**src/hdl/vru_pkg.sv**
```systemverilog
package vru_pkg;

    localparam int F      = 16;
    localparam int IN_W   = 18;
    localparam int OUT_W  = 20;
    localparam int DOT_W  = 2 * IN_W + 2;
    localparam int COS_W  = DOT_W + 1 - F;
    localparam int NC_W   = IN_W + COS_W;
    localparam int P_W    = NC_W - F + 1;
    localparam int EP_W   = P_W + IN_W + 1;
    localparam int Q_W    = EP_W - F;
    localparam int LEN_W  = 2 * Q_W + 2;
    localparam int ROOT_W = LEN_W / 2;
    localparam int SQ_W   = LEN_W + 1;
    localparam int PAR_W  = IN_W + ROOT_W + 2;
    localparam int SUM_W  = PAR_W - F + 1;

    typedef logic signed [IN_W-1:0] t_in;
    typedef logic signed [Q_W-1:0]  t_q;

    // normal and perpendicular part, carried alongside the square root
    typedef struct packed {
        t_in n0;
        t_in n1;
        t_in n2;
        t_q  q0;
        t_q  q1;
        t_q  q2;
    } t_side;

    typedef struct packed {
        logic en;
        logic valid;
    } t_ctl;

endpackage

```
**src/hdl/vru_back.sv**
```systemverilog
module vru_back (
    input  logic                          i_clk,
    input  logic                          i_rst_n,
    input  vru_pkg::t_ctl                 i_ctl,
    input  logic [vru_pkg::ROOT_W-1:0]    i_root,
    input  vru_pkg::t_side                i_side,
    output logic                          o_valid,
    output logic signed [vru_pkg::OUT_W-1:0] o_out [3]
);

    localparam int F      = vru_pkg::F;
    localparam int OUT_W  = vru_pkg::OUT_W;
    localparam int PAR_W  = vru_pkg::PAR_W;
    localparam int SUM_W  = vru_pkg::SUM_W;

    localparam logic signed [SUM_W-1:0] OMAX = SUM_W'((1 << (OUT_W - 1)) - 1);
    localparam logic signed [SUM_W-1:0] OMIN = -SUM_W'(1 << (OUT_W - 1));

    logic                     r1_vld;
    logic                     r2_vld;
    logic signed [PAR_W-1:0]  r1_prod [3];
    vru_pkg::t_q              r1_q [3];
    logic signed [OUT_W-1:0]  r2_out [3];

    vru_pkg::t_in             w_n [3];
    vru_pkg::t_q              w_q [3];
    logic signed [PAR_W-1:0]  n_neg [3];
    logic signed [SUM_W-1:0]  n_sum [3];

    assign w_n[0] = i_side.n0;
    assign w_n[1] = i_side.n1;
    assign w_n[2] = i_side.n2;
    assign w_q[0] = i_side.q0;
    assign w_q[1] = i_side.q1;
    assign w_q[2] = i_side.q2;

    always_comb begin
        for (int i = 0; i < 3; i++) begin
            n_neg[i] = -r1_prod[i];
            n_sum[i] = SUM_W'(r1_q[i]) + SUM_W'(n_neg[i] >>> F);
        end
    end

    always_ff @(posedge i_clk) begin
        if (!i_rst_n) begin
            r1_vld <= 1'b0;
            r2_vld <= 1'b0;
        end else if (i_ctl.en) begin
            r1_vld <= i_ctl.valid;
            r2_vld <= r1_vld;
        end
    end

    always_ff @(posedge i_clk) begin
        if (i_ctl.en) begin
            for (int i = 0; i < 3; i++) begin
                r1_prod[i] <= PAR_W'(w_n[i]) * PAR_W'($signed({1'b0, i_root}));
                r1_q[i]    <= w_q[i];
                if (n_sum[i] > OMAX) begin
                    r2_out[i] <= OMAX[OUT_W-1:0];
                end else if (n_sum[i] < OMIN) begin
                    r2_out[i] <= OMIN[OUT_W-1:0];
                end else begin
                    r2_out[i] <= n_sum[i][OUT_W-1:0];
                end
            end
        end
    end

    assign o_valid = r2_vld;
    assign o_out   = r2_out;

endmodule

```
**config.mk**
```make
export PLATFORM = sky130hd
export DESIGN_NAME = vru_back
export DESIGN_NICKNAME = d
export VERILOG_FILES = /design/src/hdl/vru_pkg.sv /design/src/hdl/vru_back.sv
export SDC_FILE = /design/constraint.sdc
export NUM_CORES = 2
export LEC_CHECK = 0
export BUFFER_PORTS_ARGS = -buffer_cell sky130_fd_sc_hd__buf_2
export CAP_MARGIN = 10
export CORE_ASPECT_RATIO = 0.8
export CORE_MARGIN = 2
export CORE_UTILIZATION = 27
export CTS_BUF_LIST = sky130_fd_sc_hd__clkbuf_2
export DETAILED_ROUTE_END_ITERATION = 10
export GPL_TIMING_DRIVEN = 0
export SYNTH_ARGS = -nofsm -noshare
export SYNTH_HDL_FRONTEND = slang
export SYNTH_SLANG_ARGS = --single-unit
```
**constraint.sdc**
```tcl
create_clock -name i_clk -period 8.9 [get_ports i_clk]
set_input_delay 1.335 -clock i_clk [delete_from_list [all_inputs] [get_ports i_clk]]
set_output_delay 1.335 -clock i_clk [all_outputs]
set_load 0.005 [all_outputs]
```
[After elaboration in Yosys (flattened, before gate mapping)]
Memories as Yosys holds them, arrays and structs flattened.
Cells that the tools add are included.
W data, S select, Z words.
Storage, ports and cells
  register bits: 62
  RAM bits: 237
  bits of input ports: 175
  output and inout bits: 61
  logic and storage cells: 27
  memories kept: 2
Cells by class
  add/subtract/negate cells: 6
  multiply operators: 3
  order comparisons: 6
  muxes and demuxes: 5
Memories
  r1_prod: depth 3, width 50, read ports 3, clocked after Yosys merged registers in 0, write ports 3, RTL line vru_back.sv:21  | logic signed [PAR_W-1:0] r1_prod [3];
  r1_q: depth 3, width 29, read ports 3, clocked after Yosys merged registers in 0, write ports 3, RTL line vru_back.sv:22  | vru_pkg::t_q r1_q [3];
Operators with widths (count)
  $neg A50 Y50: 3
  $mul A18 B31 Y49: 3
  $add A29 B34 Y35: 3
  $gt A35 B20 Y1 const B: 3
  $lt A35 B20 Y1 const B: 3
  $mux W20: 3
  $mux W1: 2

[Longest topological paths before layout]
  depth in word-level cells: 4
  mapped depth: 26
  depth with buffers taken out: 24

[Least setup slack after synthesis]
OpenSTA, ideal clock, no wires.
  path kind: input -> register
  start point: input i_root[10] (netlist bit)
  end point: memory r1_prod[0][46] (netlist bit), data pin
  setup time: 0.263 ns
  arrival time: 7.863 ns
  required time: 8.637 ns
  path slack: 0.774 ns
  stages on the path: 22
  path buffers: 2
  cells stage by stage: clkbuf_1 -> clkbuf_1 -> nand2_1 -> fa_1 -> fa_1 -> fa_1 -> fa_1 -> inv_1 -> fa_1 -> inv_1 -> fa_1 -> inv_1 -> ha_1 -> and4_1 -> a21oi_1 -> a311oi_1 -> a2111oi_0 -> or4b_2 -> o2111a_1 -> o311ai_0 -> a311oi_1 -> xnor2_1
RTL lines
  start, declared: RTL line vru_back.sv:5  | input logic [vru_pkg::ROOT_W-1:0] i_root,
  end, declared: RTL line vru_back.sv:21

==> results by group <==
Run status
  – Status: finished, violations left
  – Failing checks: design-rule violations, max-capacitance violations, max-slew violations

Final layout
  – Fraction of layout cells with a size suffix above 1: between 4 and 5%
  – Finished Layout Cells: between 10000 and 15000
  – Area delta synth->final: 10.37%
  – Commonest non-fill, non-tap cells in the layout: inv_1 (1680), fa_1 (1347), nand2_1 (1033), and2_1 (680), ha_1 (573)
  – Fillers: around 28000
  – Nets: around 10000
  – Commonest non-fill, non-tap cell in the layout: inv_1

Clock tree
  – CTS sink count: slightly below 300
  – H-tree depth: 3
  – CTS tree: built
  – TritonCTS Buffers: between 80 and 90
  – Clock Tree Buf Depth: 3
  – Latest clock arrival within the worst-skew pair: roughly 1500 ps
  – Clock transition at path regs: about 100 ps
  – CTS root buf: clkbuf_2

Setup path
  – CP Launch Point: i_root[10]
  – CP Capture Type: register
  – Critical Path AT: around 10000 ps
  – Critical Path Start Type: primary input
  – R2R setup slack: approximately 660 ps
  – Crit path required time: slightly above 10000 ps
  – Worst setup endpoint: r1_prod[0][142]$_DFFE_PP_
  – CP max FO: 10
  – Crit path kind: in -> reg
  – Reg2Reg Depth: 24
  – Worst flop-to-flop path endpoint: o_out[21]$_SDFFCE_PN1P_
  – RR Startpoint: r1_prod[0][55]$_DFFE_PP_

Place
  – Dpl cells: 11520
  – Dpl ws: -1674 ps
  – RePlAce Congestion: 1.005
  – Port Buffers: 154
  – Post-DP HPWL: approximately 210000 um

Timing
  – Worst-margin pin slew: 1555 ps
  – Slew Limit Fails: 12
  – Final setup margin: 177.0 ps
  – Setup TNS: 0 ps
  – Setup Skew: 139.4 ps
  – Achievable clock frequency: between 0.1 and 0.15 GHz
  – Fin crit share: a little over nine tenths
  – Final setup violation count: 0
  – Rel. slew slack: -3.662%
  – RSZ-0062 raised after global routing: no
  – Final hold violations: 0
  – Minimum clock period after layout: between 8000 and 9000 ps

Route
  – Final ANT Viol Nets: 0
  – DR iter-0 viols: around 5200
  – Vias: 56740
  – WL/cell: 21.23 um
  – Residual DRC count: 2
  – Final wirelength: 251100 um
  – Vias/cell: ~4.8
  – DRT Pass-1 Iters: 11

Worst hold path
  – Hold path depth: 1
  – Hold WC Path Type: in -> reg

Global route
  – Vias in the first global route: around 57000
  – Grt total ovfl: 0
  – Global-route wire length before repair: 373600 um
  – GRT Util Overall: around a fifth
  – Largest net degree at the start of global routing: 111
  – Initial antenna violation count: 94

Synthesis
  – Syn Std Cell Area: 71110 um2
  – Sequential element share of the synthesized area: about 12%
  – EDFF count, synth: 294
  – Post-Syn Area per Cell: approximately 9 um2
  – Syn Inst Count: between 7000 and 8000
  – Ys flop type: edfxtp_1
  – Yosys cell types: between 80 and 90
  – Ys async rst share: 0%
  – Syn Nets: about 10000
  – Yosys warns: 0
  – Register bit count reported by yosys: 296

Die
  – Core Area: between 200000 and 300000 um2
  – Cell Rows: 168
  – Die Height: 463.0 um
  – Full die area: between 200000 and 300000 um2
  – # IOs: between 200 and 250
  – Initial core utilization: a little over a quarter
  – Die width: slightly below 600 um

Flow run
  – Max-Cap Viols: 1
==> cell usage after synthesis, types with 43 or more instances <==
| cell | count | area [um2] |
|---|---|---|
| a21o_1 | 95 | 713.2 |
| a21oi_1 | 206 | 1031 |
| ha_1 | 573 | 7169 |
| nand2b_1 | 67 | 419.2 |
| nand4_1 | 45 | 281.5 |
| fa_1 | 1347 | 26970 |
| nor2_1 | 251 | 942.2 |
| o21a_1 | 51 | 382.9 |
| and2_1 | 680 | 4254 |
| xor2_1 | 89 | 779.5 |
| o21ai_0 | 133 | 665.6 |
| nand2_1 | 1033 | 3877 |
| nor3_1 | 74 | 370.4 |
| clkbuf_1 | 421 | 1580 |
| edfxtp_1 | 294 | 8828 |
| xnor2_1 | 180 | 1577 |
| nor2b_1 | 43 | 269.0 |
| o211ai_1 | 50 | 375.4 |
| inv_1 | 1680 | 6306 |
| nand3_1 | 57 | 285.3 |
==> worst max-delay path, cell delays in order <==
cell       delay, ps
clkbuf_1         560
clkbuf_1        1060
nand2_1          220
fa_1             550
fa_1             600
fa_1             450
fa_1             570
inv_1             50
fa_1             470
inv_1             50
fa_1             470
inv_1             40
ha_1             200
a2111oi_0        650
o21ai_0          270
a221o_1          440
a2111oi_1        810
o31ai_1          350
a31oi_1          430
o21ai_0          160
xnor2_1          160
==> worst min path at each step <==
stage                    startpoint                 endpoint
6_report                   i_ctl[1]  r1_prod[0][1]$_DFFE_PP_
5_1_grt                    i_ctl[1]  r1_prod[0][7]$_DFFE_PP_
4_1_cts                    i_ctl[1]  r1_prod[0][6]$_DFFE_PP_
3_5_place_dp   o_valid$_SDFFE_PN0P_     o_valid$_SDFFE_PN0P_
3_3_place_gp   o_valid$_SDFFE_PN0P_     o_valid$_SDFFE_PN0P_
2_1_floorplan   r1_vld$_SDFFE_PN0P_      r1_vld$_SDFFE_PN0P_
==> state kept, by name, indices dropped and copies added (netlist names) <==
register  flops
r1_vld        1
r1_prod     147
o_valid       1
o_out        60
r1_q         87
==> kinds of logic after synthesis <==
group	Yosys count	share of synthesized area, %
and+or+nand+nor	2484	17.62
AOI/OAI and AO/OA	790	7.316
muxes	10	0.1443
buffers and inverters	2108	11.13
xor gates and xnor gates	269	3.313
adders and majority gates	1920	48.01
DFF	296	12.47
==> metrics by stage <==
stage | hold slack, ps | instance area [um2] | utilization (%)
3_5_place_dp | 515.6 | 76330 | 29.14
3_3_place_gp | 508.4 | 76240 | 29.11
6_report | 342.8 | 78480 | 29.96
2_1_floorplan | 482.4 | 71110 | -
5_1_grt | 164.9 | 78420 | 29.94
4_1_cts | 98.39 | 78120 | 29.83
==> per-layer routing <==
layer  share of wire, %  vias to the layer above  track usage, %
li1                   -                    25130               -
met1                 41                    28380           25.34
met2                 41                     2707           27.23
met3                 14                      456           7.905
met4                3.6                       64           6.121
met5               0.23                        -               0
==> what timing repair did <==
| action | in CTS | in global routing |
|---|---|---|
| cloned | 0 | 0 |
| hold buffers | 89 | 0 |
| resized for setup | 1 | 71 |
| endpoints found under the setup margin | 6 | 39 |
| buffers inserted | 0 | 5 |
| pin swaps | 0 | 3 |
| endpoints found under the hold margin | 89 | 0 |
==> cell type report <==
class	instances	area, um2	area share [%]
buffer	427	1648	2.100
clock buffer	111	555.5	0.7079
clock inverter	42	341.6	0.4352
tap	3485	4360	5.556
inverter	1681	6310	8.040
antenna	54	135.1	0.1722
sequential	296	8869	11.30
timing repair buffer	260	1871	2.383
multi-input combinational	5473	54390	69.31
Power is not shown: default switching activity piles up to over one toggle a cycle in this logic, so the estimate is an artifact.
